$ cat src/design/tcm_pkg.sv
`timescale 1ns / 1ps
// ----------------------------------------------------------------------------
// tcm_pkg - shared types and constants of the crossing frequency meter
// Widths, register indexes, reset values and the queue entry type.
// ----------------------------------------------------------------------------
package tcm_pkg;

    localparam int SAMPLE_W  = 11;
    localparam int TIME_W    = 32;
    localparam int THR_W     = 10;
    localparam int WLEN_W    = 10;
    localparam int FREQ_W    = 24;
    localparam int AMP_W     = 11;
    localparam int CFG_IDX_W = 2;
    localparam int CFG_DAT_W = 10;

    // Register indexes on the configuration channel.
    localparam logic [CFG_IDX_W-1:0] REG_CROSS_THRESHOLD = 2'd0;
    localparam logic [CFG_IDX_W-1:0] REG_WINDOW_LENGTH   = 2'd1;

    localparam logic [THR_W-1:0]  THR_RESET  = 10'd522;
    localparam logic [WLEN_W-1:0] WLEN_RESET = 10'd512;

    localparam int MAX_WINDOW_DEF = 512;
    localparam int MIN_WINDOW     = 2;

    // Polarity codes; the fourth code behaves as undetermined.
    localparam logic [1:0] MODE_UNDET = 2'd0;
    localparam logic [1:0] MODE_POS   = 2'd1;
    localparam logic [1:0] MODE_NEG   = 2'd2;

    localparam logic signed [SAMPLE_W-1:0] SAMPLE_MIN = -11'sd1024;
    localparam logic signed [SAMPLE_W-1:0] SAMPLE_MAX = 11'sd1023;

    // Frequency numerator: 1e6 us/s times 256 for Q8.
    localparam int                 DIV_STEPS  = 28;
    localparam logic [DIV_STEPS-1:0] FREQ_NUM = 28'd256000000;
    localparam logic [FREQ_W-1:0]  FREQ_SAT   = 24'hFFFFFF;
    // Periods below this value give a quotient above FREQ_SAT.
    localparam logic [TIME_W-1:0]  SAT_PERIOD = 32'd16;

    localparam int QUEUE_DEPTH = 4;

    typedef struct packed {
        logic                crossing;
        logic                freq_valid;
        logic [TIME_W-1:0]   period_us;
        logic                window_last;
        logic [AMP_W-1:0]    amplitude;
    } tcm_desc_t;

endpackage

$ cat src/design/tcm_front.sv
`timescale 1ns / 1ps
// ----------------------------------------------------------------------------
// tcm_front - sample classifier
// Tracks polarity, edge timing and window extremes; emits one entry per item.
// ----------------------------------------------------------------------------
module tcm_front #(
    parameter int MAX_WINDOW = tcm_pkg::MAX_WINDOW_DEF
) (
    input  logic                                    aclk,
    input  logic                                    aresetn,
    input  logic                                    cfg_valid,
    input  logic [tcm_pkg::CFG_IDX_W-1:0]           cfg_index,
    input  logic [tcm_pkg::CFG_DAT_W-1:0]           cfg_data,
    input  logic                                    in_fire,
    input  logic signed [tcm_pkg::SAMPLE_W-1:0]     in_sample,
    input  logic [tcm_pkg::TIME_W-1:0]              in_time,
    output tcm_pkg::tcm_desc_t                      desc
);

    localparam int CNT_W = $clog2(MAX_WINDOW);
    localparam int CMP_W = ((CNT_W + 1) > tcm_pkg::WLEN_W) ? (CNT_W + 1) : tcm_pkg::WLEN_W;
    localparam int EXT_W = tcm_pkg::SAMPLE_W + 1;

    logic [tcm_pkg::THR_W-1:0]          thr_reg;
    logic [tcm_pkg::WLEN_W-1:0]         wlen_reg;
    logic signed [tcm_pkg::SAMPLE_W-1:0] prev_reg, prev_next;
    logic [1:0]                         mode_reg, mode_next;
    logic [tcm_pkg::TIME_W-1:0]         edge_time_reg, edge_time_next;
    logic                               edge_seen_reg, edge_seen_next;
    logic signed [tcm_pkg::SAMPLE_W-1:0] max_reg, max_next;
    logic signed [tcm_pkg::SAMPLE_W-1:0] min_reg, min_next;
    logic [CNT_W-1:0]                   cnt_reg, cnt_next;

    logic signed [EXT_W-1:0] thr_pos, thr_neg, cur_x, prev_x, amp_x;
    logic                    rise, fall, counted, last;
    logic [CMP_W-1:0]        wl_ext, len_eff, cnt_inc;

    always_ff @(posedge aclk) begin
        if (!aresetn) begin
            thr_reg  <= tcm_pkg::THR_RESET;
            wlen_reg <= tcm_pkg::WLEN_RESET;
        end else if (cfg_valid) begin
            unique case (cfg_index)
                tcm_pkg::REG_CROSS_THRESHOLD: thr_reg  <= cfg_data[tcm_pkg::THR_W-1:0];
                tcm_pkg::REG_WINDOW_LENGTH:   wlen_reg <= cfg_data[tcm_pkg::WLEN_W-1:0];
                default: ;
            endcase
        end
    end

    always_comb begin
        thr_pos = EXT_W'($signed({1'b0, thr_reg}));
        thr_neg = -thr_pos;
        cur_x   = EXT_W'(in_sample);
        prev_x  = EXT_W'(prev_reg);
        rise    = (prev_x <= thr_pos) && (cur_x > thr_pos);
        fall    = (prev_x >= thr_neg) && (cur_x < thr_neg);

        wl_ext = CMP_W'(wlen_reg);
        if (wl_ext < CMP_W'(tcm_pkg::MIN_WINDOW)) begin
            len_eff = CMP_W'(tcm_pkg::MIN_WINDOW);
        end else if (wl_ext > CMP_W'(MAX_WINDOW)) begin
            len_eff = CMP_W'(MAX_WINDOW);
        end else begin
            len_eff = wl_ext;
        end
        cnt_inc = CMP_W'(cnt_reg) + CMP_W'(1);
        last    = cnt_inc >= len_eff;

        mode_next      = mode_reg;
        edge_time_next = edge_time_reg;
        edge_seen_next = edge_seen_reg;
        counted        = 1'b0;

        desc             = '0;
        desc.window_last = last;

        if (cnt_reg == '0) begin
            edge_seen_next = 1'b0;
        end else begin
            case (mode_reg)
                tcm_pkg::MODE_POS: counted = rise;
                tcm_pkg::MODE_NEG: counted = fall;
                default: begin
                    if (rise) begin
                        mode_next = tcm_pkg::MODE_POS;
                        counted   = 1'b1;
                    end else if (fall) begin
                        mode_next = tcm_pkg::MODE_NEG;
                    end
                end
            endcase
            if (counted) begin
                if (edge_seen_reg) begin
                    desc.freq_valid = 1'b1;
                    desc.period_us  = in_time - edge_time_reg;
                end
                edge_time_next = in_time;
                edge_seen_next = 1'b1;
            end
        end
        desc.crossing = counted;

        max_next = (in_sample > max_reg) ? in_sample : max_reg;
        min_next = (in_sample < min_reg) ? in_sample : min_reg;
        amp_x    = EXT_W'(max_next) - EXT_W'(min_next);
        if (last) begin
            desc.amplitude = amp_x[tcm_pkg::AMP_W-1:0];
            max_next       = tcm_pkg::SAMPLE_MIN;
            min_next       = tcm_pkg::SAMPLE_MAX;
            cnt_next       = '0;
        end else begin
            cnt_next = cnt_inc[CNT_W-1:0];
        end
        prev_next = in_sample;
    end

    always_ff @(posedge aclk) begin
        if (!aresetn) begin
            prev_reg      <= '0;
            mode_reg      <= tcm_pkg::MODE_UNDET;
            edge_time_reg <= '0;
            edge_seen_reg <= 1'b0;
            max_reg       <= tcm_pkg::SAMPLE_MIN;
            min_reg       <= tcm_pkg::SAMPLE_MAX;
            cnt_reg       <= '0;
        end else if (in_fire) begin
            prev_reg      <= prev_next;
            mode_reg      <= mode_next;
            edge_time_reg <= edge_time_next;
            edge_seen_reg <= edge_seen_next;
            max_reg       <= max_next;
            min_reg       <= min_next;
            cnt_reg       <= cnt_next;
        end
    end

endmodule

$ cat src/design/tcm_queue.sv
`timescale 1ns / 1ps
// ----------------------------------------------------------------------------
// tcm_queue - short entry queue
// First-word fall-through queue between the classifier and the divider side.
// ----------------------------------------------------------------------------
module tcm_queue (
    input  logic               aclk,
    input  logic               aresetn,
    input  logic               push,
    input  tcm_pkg::tcm_desc_t push_data,
    output logic               full,
    input  logic               pop,
    output tcm_pkg::tcm_desc_t pop_data,
    output logic               empty
);

    localparam int AW = $clog2(tcm_pkg::QUEUE_DEPTH);

    tcm_pkg::tcm_desc_t mem_reg [tcm_pkg::QUEUE_DEPTH];
    logic [AW-1:0]      wr_ptr_reg, rd_ptr_reg;
    logic [AW:0]        count_reg;

    assign full     = count_reg == (AW+1)'(tcm_pkg::QUEUE_DEPTH);
    assign empty    = count_reg == '0;
    assign pop_data = mem_reg[rd_ptr_reg];

    always_ff @(posedge aclk) begin
        if (push) begin
            mem_reg[wr_ptr_reg] <= push_data;
        end
    end

    always_ff @(posedge aclk) begin
        if (!aresetn) begin
            wr_ptr_reg <= '0;
            rd_ptr_reg <= '0;
            count_reg  <= '0;
        end else begin
            if (push) begin
                wr_ptr_reg <= wr_ptr_reg + AW'(1);
            end
            if (pop) begin
                rd_ptr_reg <= rd_ptr_reg + AW'(1);
            end
            if (push && !pop) begin
                count_reg <= count_reg + (AW+1)'(1);
            end else if (pop && !push) begin
                count_reg <= count_reg - (AW+1)'(1);
            end
        end
    end

endmodule

$ cat src/design/tcm_back.sv
`timescale 1ns / 1ps
// ----------------------------------------------------------------------------
// tcm_back - frequency divider and result register
// Restoring divide of the Q8 numerator by the period, one bit per cycle.
// ----------------------------------------------------------------------------
module tcm_back (
    input  logic                            aclk,
    input  logic                            aresetn,
    input  logic                            q_empty,
    input  tcm_pkg::tcm_desc_t              q_data,
    output logic                            q_pop,
    output logic                            m_valid,
    input  logic                            m_ready,
    output tcm_pkg::tcm_desc_t              m_desc,
    output logic [tcm_pkg::FREQ_W-1:0]      m_freq
);

    localparam int STEP_W = $clog2(tcm_pkg::DIV_STEPS);
    localparam int NUM_W  = tcm_pkg::DIV_STEPS;
    localparam int TW     = tcm_pkg::TIME_W;

    localparam logic [1:0] ST_IDLE = 2'd0;
    localparam logic [1:0] ST_DIV  = 2'd1;
    localparam logic [1:0] ST_DONE = 2'd2;

    logic [1:0]                  state_reg, state_next;
    logic [STEP_W-1:0]           step_reg, step_next;
    logic                        out_valid_reg, out_valid_next;
    tcm_pkg::tcm_desc_t          work_reg, work_next;
    tcm_pkg::tcm_desc_t          out_desc_reg, out_desc_next;
    logic [tcm_pkg::FREQ_W-1:0]  freq_reg, freq_next;
    logic [tcm_pkg::FREQ_W-1:0]  out_freq_reg, out_freq_next;
    logic [TW-1:0]               rem_reg, rem_next;
    logic [NUM_W-1:0]            num_reg, num_next;
    logic [NUM_W-1:0]            quo_reg, quo_next;

    logic [TW:0] trial;
    logic        fits;

    assign m_valid = out_valid_reg;
    assign m_desc  = out_desc_reg;
    assign m_freq  = out_freq_reg;

    always_comb begin
        state_next     = state_reg;
        step_next      = step_reg;
        out_valid_next = out_valid_reg;
        work_next      = work_reg;
        out_desc_next  = out_desc_reg;
        freq_next      = freq_reg;
        out_freq_next  = out_freq_reg;
        rem_next       = rem_reg;
        num_next       = num_reg;
        quo_next       = quo_reg;
        q_pop          = 1'b0;

        trial = {rem_reg, num_reg[NUM_W-1]};
        fits  = trial >= {1'b0, work_reg.period_us};

        if (out_valid_reg && m_ready) begin
            out_valid_next = 1'b0;
        end

        unique case (state_reg)
            ST_IDLE: begin
                if (!q_empty) begin
                    q_pop     = 1'b1;
                    work_next = q_data;
                    if (q_data.freq_valid && (q_data.period_us >= tcm_pkg::SAT_PERIOD)) begin
                        rem_next   = '0;
                        num_next   = tcm_pkg::FREQ_NUM;
                        quo_next   = '0;
                        step_next  = '0;
                        state_next = ST_DIV;
                    end else begin
                        freq_next  = q_data.freq_valid ? tcm_pkg::FREQ_SAT : '0;
                        state_next = ST_DONE;
                    end
                end
            end
            ST_DIV: begin
                rem_next = fits ? TW'(trial - {1'b0, work_reg.period_us}) : trial[TW-1:0];
                num_next = {num_reg[NUM_W-2:0], 1'b0};
                quo_next = {quo_reg[NUM_W-2:0], fits};
                step_next = step_reg + STEP_W'(1);
                if (step_reg == STEP_W'(tcm_pkg::DIV_STEPS - 1)) begin
                    freq_next  = quo_next[tcm_pkg::FREQ_W-1:0];
                    state_next = ST_DONE;
                end
            end
            ST_DONE: begin
                if (!out_valid_reg || m_ready) begin
                    out_desc_next  = work_reg;
                    out_freq_next  = freq_reg;
                    out_valid_next = 1'b1;
                    state_next     = ST_IDLE;
                end
            end
            default: state_next = ST_IDLE;
        endcase
    end

    always_ff @(posedge aclk) begin
        if (!aresetn) begin
            state_reg     <= ST_IDLE;
            step_reg      <= '0;
            out_valid_reg <= 1'b0;
        end else begin
            state_reg     <= state_next;
            step_reg      <= step_next;
            out_valid_reg <= out_valid_next;
        end
    end

    always_ff @(posedge aclk) begin
        work_reg     <= work_next;
        out_desc_reg <= out_desc_next;
        freq_reg     <= freq_next;
        out_freq_reg <= out_freq_next;
        rem_reg      <= rem_next;
        num_reg      <= num_next;
        quo_reg      <= quo_next;
    end

endmodule

$ cat src/design/threshold_crossing_freq_amplitude_meter_top.sv
`timescale 1ns / 1ps
// ----------------------------------------------------------------------------
// threshold_crossing_freq_amplitude_meter_top - crossing frequency meter
// Measures crossing frequency and per-window peak-to-peak amplitude.
// ----------------------------------------------------------------------------
// Each input item is a signed sample with its microsecond timestamp, and each
// one yields exactly one result item, in order. The classifier takes one
// item per cycle as long as its four-entry queue has room; the divider side
// handles one item at a time and pops the next only after the last result
// is handed to the output register. An item with no measured period gives
// zero, a period below 16 us saturates, and any other period is computed
// by the 28-step restoring divider that forms 256000000 / period one
// quotient bit per cycle. Configuration (threshold, window length) is to
// be written through the cfg channel only while the block is idle; the
// block does not enforce this, and cfg_ready is always high.
module threshold_crossing_freq_amplitude_meter_top #(
    parameter int MAX_WINDOW = tcm_pkg::MAX_WINDOW_DEF
) (
    input  logic                             aclk,
    input  logic                             aresetn,

    // Configuration write channel.
    input  logic                             cfg_valid,
    output logic                             cfg_ready,
    input  logic [tcm_pkg::CFG_IDX_W-1:0]    cfg_index,
    input  logic [tcm_pkg::CFG_DAT_W-1:0]    cfg_data,

    // Sample input.
    input  logic                             s_tvalid,
    output logic                             s_tready,
    // s_tdata from bit 0: sample[10:0], time_us[42:11], zero pad [47:43].
    input  logic [47:0]                      s_tdata,

    // Result output.
    output logic                             m_tvalid,
    input  logic                             m_tready,
    // m_tdata from bit 0: period_us[31:0], freq_hz_q8[55:32],
    // amplitude[66:56], zero pad [71:67].
    output logic [71:0]                      m_tdata,
    // m_tuser from bit 0: crossing, freq_valid.
    output logic [1:0]                       m_tuser,
    // m_tlast: window_last, set on the final sample of a window.
    output logic                             m_tlast
);

    tcm_pkg::tcm_desc_t          front_desc;
    tcm_pkg::tcm_desc_t          q_data;
    tcm_pkg::tcm_desc_t          out_desc;
    logic [tcm_pkg::FREQ_W-1:0]  out_freq;
    logic                        q_full, q_empty, q_pop, in_fire;

    // Configuration writes are taken at any time.
    assign cfg_ready = 1'b1;

    // The classifier stalls only when the queue is full.
    assign s_tready = !q_full;
    assign in_fire  = s_tvalid && s_tready;

    tcm_front #(
        .MAX_WINDOW (MAX_WINDOW)
    ) u_front (
        .aclk      (aclk),
        .aresetn   (aresetn),
        .cfg_valid (cfg_valid && cfg_ready),
        .cfg_index (cfg_index),
        .cfg_data  (cfg_data),
        .in_fire   (in_fire),
        .in_sample ($signed(s_tdata[tcm_pkg::SAMPLE_W-1:0])),
        .in_time   (s_tdata[tcm_pkg::SAMPLE_W +: tcm_pkg::TIME_W]),
        .desc      (front_desc)
    );

    tcm_queue u_queue (
        .aclk      (aclk),
        .aresetn   (aresetn),
        .push      (in_fire),
        .push_data (front_desc),
        .full      (q_full),
        .pop       (q_pop),
        .pop_data  (q_data),
        .empty     (q_empty)
    );

    tcm_back u_back (
        .aclk    (aclk),
        .aresetn (aresetn),
        .q_empty (q_empty),
        .q_data  (q_data),
        .q_pop   (q_pop),
        .m_valid (m_tvalid),
        .m_ready (m_tready),
        .m_desc  (out_desc),
        .m_freq  (out_freq)
    );

    // Pack the result item onto the stream.
    assign m_tdata = {5'b0, out_desc.amplitude, out_freq, out_desc.period_us};
    assign m_tuser = {out_desc.freq_valid, out_desc.crossing};
    assign m_tlast = out_desc.window_last;

    // A measured period only comes with a counted crossing.
    assert property (@(posedge aclk) disable iff (!aresetn)
        m_tvalid && m_tuser[1] |-> m_tuser[0])
        else $error("freq_valid without crossing");

    // Amplitude is reported only on the last sample of a window.
    assert property (@(posedge aclk) disable iff (!aresetn)
        m_tvalid && !m_tlast |-> m_tdata[66:56] == '0)
        else $error("amplitude outside window end");

    // Without a measured period both period and frequency read zero.
    assert property (@(posedge aclk) disable iff (!aresetn)
        m_tvalid && !m_tuser[1] |-> (m_tdata[31:0] == '0) && (m_tdata[55:32] == '0))
        else $error("period or frequency set without freq_valid");

    // Short periods saturate the frequency.
    assert property (@(posedge aclk) disable iff (!aresetn)
        m_tvalid && m_tuser[1] && (m_tdata[31:0] < tcm_pkg::SAT_PERIOD)
        |-> m_tdata[55:32] == tcm_pkg::FREQ_SAT)
        else $error("short period not saturated");

endmodule
$ cat config.mk
export PLATFORM = sky130hd
export DESIGN_NAME = threshold_crossing_freq_amplitude_meter_top
export DESIGN_NICKNAME = d
export VERILOG_FILES = /design/src/design/tcm_pkg.sv /design/src/design/tcm_front.sv /design/src/design/tcm_queue.sv /design/src/design/tcm_back.sv /design/src/design/threshold_crossing_freq_amplitude_meter_top.sv
export SDC_FILE = /design/constraint.sdc
export NUM_CORES = 1
export LEC_CHECK = 0
export ABC_AREA = 1
export BUFFER_PORTS_ARGS = -buffer_cell sky130_fd_sc_hd__buf_2
export CAP_MARGIN = 20
export CORE_MARGIN = 1.5
export CORE_UTILIZATION = 25
export CTS_CLUSTER_SIZE = 30
export DETAILED_ROUTE_END_ITERATION = 8
export PLACE_DENSITY_LB_ADDON = 0.3
export SYNTH_ARGS = -nofsm -noshare
export SYNTH_HDL_FRONTEND = slang
export SYNTH_HIERARCHICAL = 1
export SYNTH_SLANG_ARGS = --single-unit
$ cat constraint.sdc
create_clock -name aclk -period 3.85 [get_ports aclk]
set_input_delay 0.385 -clock aclk [delete_from_list [all_inputs] [get_ports aclk]]
set_output_delay 0.385 -clock aclk [all_outputs]
set_load 0.02 [all_outputs]
Word-level counts from Yosys, hierarchy flattened. Memory sizes are Yosys's and may differ from the RTL's. A register that Yosys moved wholly into a read port is not among the register bits. Index checks and enable logic that the tools add are counted.

Memories kept: 1. RAM bits: 184. Input bits: 65. Output and inout bits: 78. Logic and storage cells: 151. Flip-flop bits (word level): 335.

Memories: u_queue.mem_reg (words 4, width 46, read ports 1, clocked after memory_dff 1, wr ports 1, line tcm_queue.sv:19) `tcm_pkg::tcm_desc_t mem_reg [tcm_pkg::QUEUE_DEPTH];`.

Reductions and logical operators: 31. Bitwise logic cells: 3. Eq/ne operators: 12. Add/sub/neg operators: 10. Order comparisons: 11. Multiplexer cells: 53.

Operator list (count): two-way mux 33 bit (3); two-way mux 24 bit (4); two-way mux 32 bit (3); case mux 32 bit (2 select lines) (1); subtractor 32 bit (2); two-way mux 28 bit (2); case mux 28 bit (2 select lines) (1); two-way mux 11 bit (5); case mux 24 bit (2 select lines) (1); two-way mux 23 bit (2); case mux 23 bit (2 select lines) (1); >= comparator 33 x 32 -> 1 bit (1); >= comparator 32 x 5 -> 1 bit (second input constant) (1); greater-than comparator 11 bit (2); two-way mux 10 bit (2); two-way mux 2 bit (8); >= comparator 11 x 12 -> 1 bit (1); < comparator 11 x 12 -> 1 bit (1); two-way mux 1 bit (12); negation 10 -> 12 bit (1); less-or-equal comparator 11 bit (1); < comparator 11 bit (1); subtractor 11 bit (1); adder 9 x 1 -> 10 bit (second input constant) (1); 31 further kinds (62).

Longest topological paths before layout. Gate-level depths: netlist of the first run.

Word-level depth: 7. Gate-level depth with buffers: 26.

Hierarchy. The synthesis of the first run kept the hierarchy.

By module, submodules not included: tcm_back (area each 10552.6 um^2, cells each 1092, instances 1, sequential area each 6436.2 um^2); tcm_front (area each 9414.0 um^2, cells each 1411, instances 1, sequential area each 1941.9 um^2); tcm_queue (area each 7265.7 um^2, cells each 503, instances 1, sequential area each 5705.5 um^2); threshold_crossing_freq_amplitude_meter_top (area each 66.3 um^2, cells each 11, instances 1, sequential area each 0.0 um^2).

Worst setup path before layout of the first run. OpenSTA, ideal clock, no wires.

Kind: reg-to-reg. Start: register u_back.out_valid_reg, in the netlist u_back/m_valid. End: register u_back.out_desc_reg, in the netlist u_back/m_desc[0], enable pin. Slack: -0.074 ns. Data arrival time: 3.424 ns. Setup time: 0.500 ns. Path buffers: 0. Data required time: 3.350 ns. Cell stages (with the launch flop): 4. Cells stage by stage: dfxtp_1 -> inv_1 -> nor2_1 -> nor2_1.

Cells in the longest elaborated chain, start to end: 3.

RTL lines: start, declared (line tcm_back.sv:28) `logic out_valid_reg, out_valid_next;`; start signal, assigned (line tcm_back.sv:111) `out_valid_reg <= out_valid_next;`; zero test 1 bit (line tcm_back.sv:92) `if (!out_valid_reg || m_ready) begin`; logical OR 1 bit (line tcm_back.sv:92); AND reduction 2 bit (no line); end signal, assigned (line tcm_back.sv:117) `out_desc_reg <= out_desc_next;`; end, declared (line tcm_back.sv:30) `tcm_pkg::tcm_desc_t out_desc_reg, out_desc_next;`.

Every way passes these cells. A chain may end at the register's enable or synchronous reset.

==> flow_metrics.py, run 1 <==
metrics = {
    "final_layout": {
        "syn_to_final_growth_pct": 16.27,
        "final_nets": 3392,
        "layout.cells.non_filler": 4633,
        "largest_register_ffs": 184,
        "multi_input_area_sq_um": 11020,
        "drive_gt1_frac": 0.1293,
        "nFillCells": 11420,
        "seqCellArea_sq_um": 14080,
    },
    "drt": {
        "initialDrtViolationCount": 1137,
        "drc": 0,
        "viasPerCell": 4.323,
        "avgRoutedWirePerCell_microns": 15.54,
        "first_pass_iters": 5,
        "via_count": 20030,
        "routed_wl_microns": 72010,
        "ant_nets": 0,
    },
    "synthesis": {
        "yosysTopAreaCellShare": 0.4323,
        "synthArstFlopShare": 0,
        "ys_seq_area_frac": 0.5159,
        "yosys.area_share.simple": 0.2119,
        "yosys-top-cells-area": "edfxtp_1, nand2_1, dfxtp_1",
        "synth_top_family_by_area": "simple AND/OR/NAND/NOR gates",
        "synth_mux_area_frac": 0,
        "synth_compound_area_frac": 0.09753,
        "yosysMostFrequentCell": "nand2_1",
        "yosysTopAreaCell": "edfxtp_1",
        "yosysWarnings": 6,
        "ys_types": 50,
        "synth_edf_count": 393,
        "syn_inst": 3017,
        "synth_fa_ha_area_frac": 0.07443,
        "synthFlopType": "edfxtp_1",
        "syn_area_sq_um": 27300,
        "synth_xor_area_frac": 0.01733,
        "syn_avg_cell_area_sq_um": 9.048,
        "synth_common_cells": "nand2_1, inv_1, edfxtp_1",
        "synth_seq_cells": 507,
    },
    "cts": {
        "clock_latency_ns": 0.70,
        "cts_setup_buffers": 0,
        "cts_tree": "built",
        "clkTransAtPathRegs_ns": 0.06,
        "cts-buffers-inserted": 59,
        "clock_path_buffers": 3,
        "cts_max_level": 2,
        "cts_root_buf": "clkbuf_16",
        "cts_sinks": 507,
    },
    "setup_path": {
        "cp_slowest_stage_delay_ns": 0.40,
        "crit_path_frequent_cell": "nand2_1",
        "crit_start": "u_front/min_reg[10]$_SDFFE_PN0P_",
        "required_ns": 4.32,
        "worstReg2RegStart": "u_front/min_reg[10]$_SDFFE_PN0P_",
        "start_kind": "flip-flop",
        "worst-path-buf-inv": 2,
        "crit_type": "reg -> reg",
        "endpoint_kind": "flip-flop",
        "cp_top_family": "simple AND/OR/NAND/NOR gates",
        "critical_path.max_fanout": 8,
        "path_cells": "inv_1, ha_1, nand2_2, nor2_2, and2_4, nand2_4, nand3_2, nand2_2, nand2_4, nand2_1, o21ai_1, ha_1, inv_1, fa_1, nand3_1, nand2_1, nand2_1, nand2_1, nand2_1, nand2_1, a21o_1, nand3_1, nand2_1, nor2_1",
        "crit_arrival_ns": 3.96,
        "crit_slowest_cell": "fa_1",
    },
    "flow_run": {
        "cap_violations": 0,
    },
    "place": {
        "pre_cts_ws_ns": 0.1508,
        "io_buffers": 131,
        "gp_congestion": 0.8962,
        "dp.final_hpwl_microns": 52910,
        "place_inst": 4514,
    },
    "global_routing": {
        "grt_pass1_vias": 19360,
        "gr-usage-met1": 0.1659,
        "busiest_layer": "met2",
        "use_met2": 0.2171,
        "grt_pass1_wl_microns": 111500,
        "grt.met3_usage": 0.02291,
        "overflow": 0,
        "grt_use_total": 0.1277,
        "grt_max_degree": 69,
        "antenna_found_initial": 9,
    },
    "floorplan": {
        "dieHeight_microns": 333.4,
        "core_area_sq_um": 108600,
        "ios": 143,
        "row_count": 121,
        "floorplan.die.width_microns": 333.4,
        "initial_core_util": 0.2515,
        "dieArea_sq_um": 111200,
    },
    "timing": {
        "hold_violations": 0,
        "min_period_ns": 3.483,
        "final-setup-viol-count": 0,
        "grt_setup_unrepaired": "false",
        "finalSetupTns_ns": 0,
        "slew_headroom": 0.5269,
        "period_share": 0.9047,
        "slew_viol_final": 0,
        "clock_skew_ns": 0.07386,
        "worst_slack_ns": 0.3669,
        "clock.fmax_ghz": 0.2871,
        "worstMarginPinSlew_ns": 0.7079,
    },
    "min_path": {
        "hp-start": "s_tdata[38]",
        "hold_path.class": "in -> reg",
    },
    "pwr": {
        "p_leak_nw": 13.08,
        "ir_drop_v": 0.0003570,
        "power.density_nw_per_um2": 751.0,
    },
    "outcome": {
        "outcome": "finished, final reports clean",
    },
}
metal layers:
metal / share of wire / routed length [microns]
met5: 0.00094 / 68
met4: 0.022 / 1574
met3: 0.042 / 3003
met2: 0.47 / 33710
met1: 0.47 / 33650
final timing paths:
path	endpoint	slack, ns	cells past startpoint
setup / recovery	u_queue/mem_reg[0][10]$_DFFE_PP_	0.37	24
hold / removal	u_front/edge_time_reg[27]$_SDFFE_PN0P_	0.05	5
hold reg to reg	u_back/m_freq[20]$_DFFE_PP_	0.41	0
setup reg to reg	u_queue/mem_reg[0][10]$_DFFE_PP_	0.37	24
logic make-up after synthesis:
group | after synthesis
AOI/OAI and AO/OA | 493
xor gates and xnor gates | 54
adders and majority gates | 160
buffers and inverters | 519
DFF | 507
other | 2
and+or+nand+nor | 1282
tightest hold or removal path, cell delays in order:
cell     delay, ns
buf_2         0.10
inv_1         0.05
nand3_2       0.05
nand2_1       0.04
nor2_1        0.06
area by class of cell:
type | count | share of cell area
well taps | 1414 | 0.05574
repair buffers | 186 | 0.03859
flip-flops and latches | 507 | 0.4438
clock buffers | 75 | 0.04936
diodes | 1 | 0.00007884
multi-input cells | 1995 | 0.3473
clock inverters | 37 | 0.01569
inverters | 418 | 0.04943
cell usage in the layout, fill, tap and decap left out, types with 35 or more instances in the layout:
| cell | netlist | layout |
|---|---|---|
| buf_2 | 21 | 131 |
| o22ai_1 | 46 | 46 |
| nand2_1 | 612 | 611 |
| dfxtp_1 | 114 | 113 |
| o21ai_0 | 158 | 157 |
| xor2_1 | 40 | 40 |
| o21ai_1 | 47 | 46 |
| inv_1 | 411 | 406 |
| edfxtp_1 | 393 | 393 |
| nor2_4 | 31 | 35 |
| ha_1 | 156 | 156 |
| buf_4 | 11 | 37 |
| nor2_1 | 353 | 349 |
| a21oi_1 | 194 | 193 |
| nand3_1 | 102 | 102 |
| clkbuf_16 | 0 | 59 |
metrics by stage:
stage / hold slack (ns) / power, W / utilization / cell area [sq um]
6_report: 0.05341 / 0.02384 / 0.2924 / 31740
3_3_place_gp: 0.4022 / 0.01807 / 0.2724 / 29570
3_5_place_dp: 0.4056 / 0.01814 / 0.2726 / 29590
4_1_cts: 0.008177 / 0.02421 / 0.2922 / 31720
2_1_floorplan: 0.4003 / 0.01523 / - / 27320
5_1_grt: 0.04077 / 0.02564 / 0.2924 / 31740
what timing repair did:
item | 4_1_cts | 5_1_grt
resized for setup | 0 | 6
hold endpoints to repair | 8 | 0
hold buffers | 6 | 0
setup endpoints to repair | 0 | 13
power by group:
group          internal, W  switching (W)
Combinational      0.00286        0.00638
Clock              0.00350        0.00241
Sequential         0.00791       0.000771
No activity file was read; power rests on OpenSTA's default activity.
==> run 2: changes to the inputs <==
- ABC_AREA: 1 -> unset
==> flow_metrics.py, run 2 <==
metrics = {
    "pwr": {
        "switching_power_w": 0.007823,
        "combPwrFrac": 0.375,
        "ir_drop_v": 0.0004935,
        "switching_share": 0.3507,
        "pwr-share-clk": 0.245,
        "p_leak_nw": 11.61,
        "intPower_w": 0.01449,
        "sequentialPowerShare": 0.379,
        "power.density_nw_per_um2": 737.2,
    },
    "timing": {
        "min_period_ns": 3.814,
        "grt_setup_unrepaired": "true",
        "slew_headroom": 0.5404,
        "hold_violations": 0,
        "period_share": 0.9908,
        "clock_skew_ns": 0.03144,
        "worstMarginPinSlew_ns": 0.6877,
        "clock.fmax_ghz": 0.2622,
        "hold_ws_ns": 0.05784,
        "slew_viol_final": 0,
        "final-setup-viol-count": 0,
    },
    "place": {
        "dpl_cell_area_sq_um": 27610,
        "place_inst": 3441,
        "io_buffers": 131,
        "gp_congestion": 0.8287,
        "dp.final_hpwl_microns": 41240,
    },
    "synthesis": {
        "synthFlopType": "edfxtp_1",
        "yosysWarnings": 6,
        "yosysTopAreaCellShare": 0.4747,
        "ys_seq_area_frac": 0.5665,
        "synthArstFlopShare": 0,
        "yosysTopAreaCell": "edfxtp_1",
        "yosys-top-cells-area": "edfxtp_1, dfxtp_1, ha_1",
        "synth_seq_cells": 507,
        "syn_avg_cell_area_sq_um": 12.42,
        "ys_types": 97,
        "synth_edf_count": 393,
        "synth_common_cells": "edfxtp_1, nand2_1, inv_1",
        "syn_inst": 2002,
        "syn_area_sq_um": 24860,
        "yosysMostFrequentCell": "edfxtp_1",
    },
    "final_layout": {
        "layout_common_cells": "edfxtp_1, nand2_1, inv_1",
        "layout.cells.non_filler": 3598,
        "final_nets": 2488,
        "nFillCells": 9952,
        "drive_gt1_frac": 0.2056,
        "largest_register_ffs": 184,
        "fin_area_sq_um": 30260,
        "layout_commonest_cell": "edfxtp_1",
        "syn_to_final_growth_pct": 21.72,
    },
    "drt": {
        "routed_wl_microns": 57650,
        "first_pass_iters": 5,
        "drc": 0,
        "viasPerCell": 4.356,
        "initialDrtViolationCount": 795,
        "ant_nets": 0,
        "via_count": 15670,
        "avgRoutedWirePerCell_microns": 16.02,
    },
    "floorplan": {
        "initial_core_util": 0.2526,
        "dieHeight_microns": 318.3,
        "core_area_sq_um": 98420,
        "row_count": 115,
        "ios": 143,
        "dieArea_sq_um": 101300,
        "floorplan.die.width_microns": 318.3,
    },
    "flow_run": {
        "cap_violations": 0,
    },
    "cts": {
        "cts_max_level": 2,
        "cts_sinks": 507,
        "cts_tree": "built",
        "cts-buffers-inserted": 58,
        "clkTransAtPathRegs_ns": 0.06,
        "cts_root_buf": "clkbuf_16",
        "clock_latency_ns": 0.65,
        "clock_path_buffers": 3,
    },
    "global_routing": {
        "grt_pass1_vias": 16040,
        "grt.met3_usage": 0.02448,
        "grt_use_total": 0.1124,
        "busiest_layer": "met2",
        "overflow": 0,
        "antenna_found_initial": 1,
        "grt_max_degree": 55,
        "use_met2": 0.1852,
        "grt_pass1_wl_microns": 90290,
        "gr-usage-met1": 0.1442,
    },
    "setup_path": {
        "endpoint_kind": "flip-flop",
        "crit_arrival_ns": 4.20,
        "crit_type": "reg -> reg",
        "required_ns": 4.24,
        "critical_path.max_fanout": 4,
        "start_kind": "flip-flop",
    },
    "outcome": {
        "outcome": "finished, final reports clean",
    },
    "min_path": {
        "hold_path.class": "in -> reg",
    },
}
-- run 2: cell count changes after synthesis, moves of 76 or more --
cell / delta
a21oi_1: -100
nand2_1: -445
inv_1: -254
o21ai_0: -99
nor2b_1: +81
mux2i_1: +76
nor2_1: -236
-- run 2: final timing paths --
kind	start	endpoint	slack, ns	cells after the start
max	u_front/max_reg[4]$_SDFFE_PN0P_	u_queue/mem_reg[2][10]$_DFFE_PP_	0.04	20
min	s_tdata[23]	u_front/edge_time_reg[12]$_SDFFE_PN0P_	0.06	3
max reg2reg	u_front/max_reg[4]$_SDFFE_PN0P_	u_queue/mem_reg[2][10]$_DFFE_PP_	0.04	20
min reg2reg	u_back/freq_reg[18]$_DFFE_PP_	u_back/m_freq[18]$_DFFE_PP_	0.42	0
-- run 2: cells by family (layout without fill, tap and decap cells) --
| logic type | Yosys count | count (layout) | synth area share |
|---|---|---|---|
| AO/OA/AOI/OAI | 345 | 345 | 0.09714 |
| XOR/XNOR | 84 | 84 | 0.02959 |
| adder cells (fa/ha/maj) | 160 | 160 | 0.08174 |
| buffers and inverters | 235 | 539 | 0.04278 |
| flip-flops | 507 | 507 | 0.5665 |
| multiplexers | 124 | 124 | 0.07409 |
| other | 2 | 7 | 0.0003021 |
| AND/OR/NAND/NOR | 545 | 545 | 0.1079 |
-- run 2: power groups by stage --
stage / logic [W] / registers (W) / clock network, W
after global routing: 0.00929 / 0.00860 / 0.00591
after CTS: 0.00835 / 0.00849 / 0.00570
after detailed placement: 0.00820 / 0.00860 / 0
after global placement: 0.00813 / 0.00856 / 0
final: 0.00837 / 0.00846 / 0.00548
after floorplan: 0.00558 / 0.00870 / 0
-- run 2: repair_timing --
item	4_1_cts	5_1_grt
hold buffers	35	0
pin swaps	17	23
gates cloned	0	0
endpoints found under the hold margin	41	0
gates resized for setup	22	42
setup buffers	8	6
setup endpoints to repair	16	131
-- run 2: cell type report --
type	instances	area (sq um)	share of cell area
diodes	1	2.502	0.00008270
clock buffers	73	1528	0.05049
clock inverters	34	384.1	0.01269
inverters	161	605.6	0.02001
multi-input cells	1264	10050	0.3321
flip-flops and latches	507	14090	0.4657
well taps	1287	1610	0.05321
repair buffers	271	1988	0.06570
-- run 2: critical path: stages, from the launching register on --
cell and delay, ns:
dfxtp_2 0.33, inv_2 0.05, ha_4 0.21, a21o_1 0.19, a21o_1 0.20, a21oi_2 0.20
nor2_4 0.06, o221a_4 0.26, mux2i_4 0.21, ha_4 0.16, inv_2 0.04, fa_2 0.33
a21o_1 0.21, a21oi_2 0.18, o21bai_2 0.09, a21oi_2 0.17, o21ai_2 0.09, a21o_1 0.19
nand2_2 0.06, a21oi_2 0.05, mux2_4 0.27
-- run 2: metal layers --
metal  part of all wire  routed length [microns]
met4              0.033                     1895
met2               0.46                    26440
met1               0.47                    26960
met5                  0                        0
met3              0.041                     2353
-- run 2: stage by stage --
stage                     setup slack, ns    util  setup TNS [ns]  total power (W)
after floorplan                   0.01767       -               0          0.01428
after global placement            -0.3237  0.2805          -2.624          0.01669
after detailed placement          -0.3819  0.2805          -4.273          0.01680
after CTS                        0.003509  0.3049               0          0.02254
after global routing              -0.1267  0.3075         -0.6865          0.02380
final                             0.03550  0.3075               0          0.02231
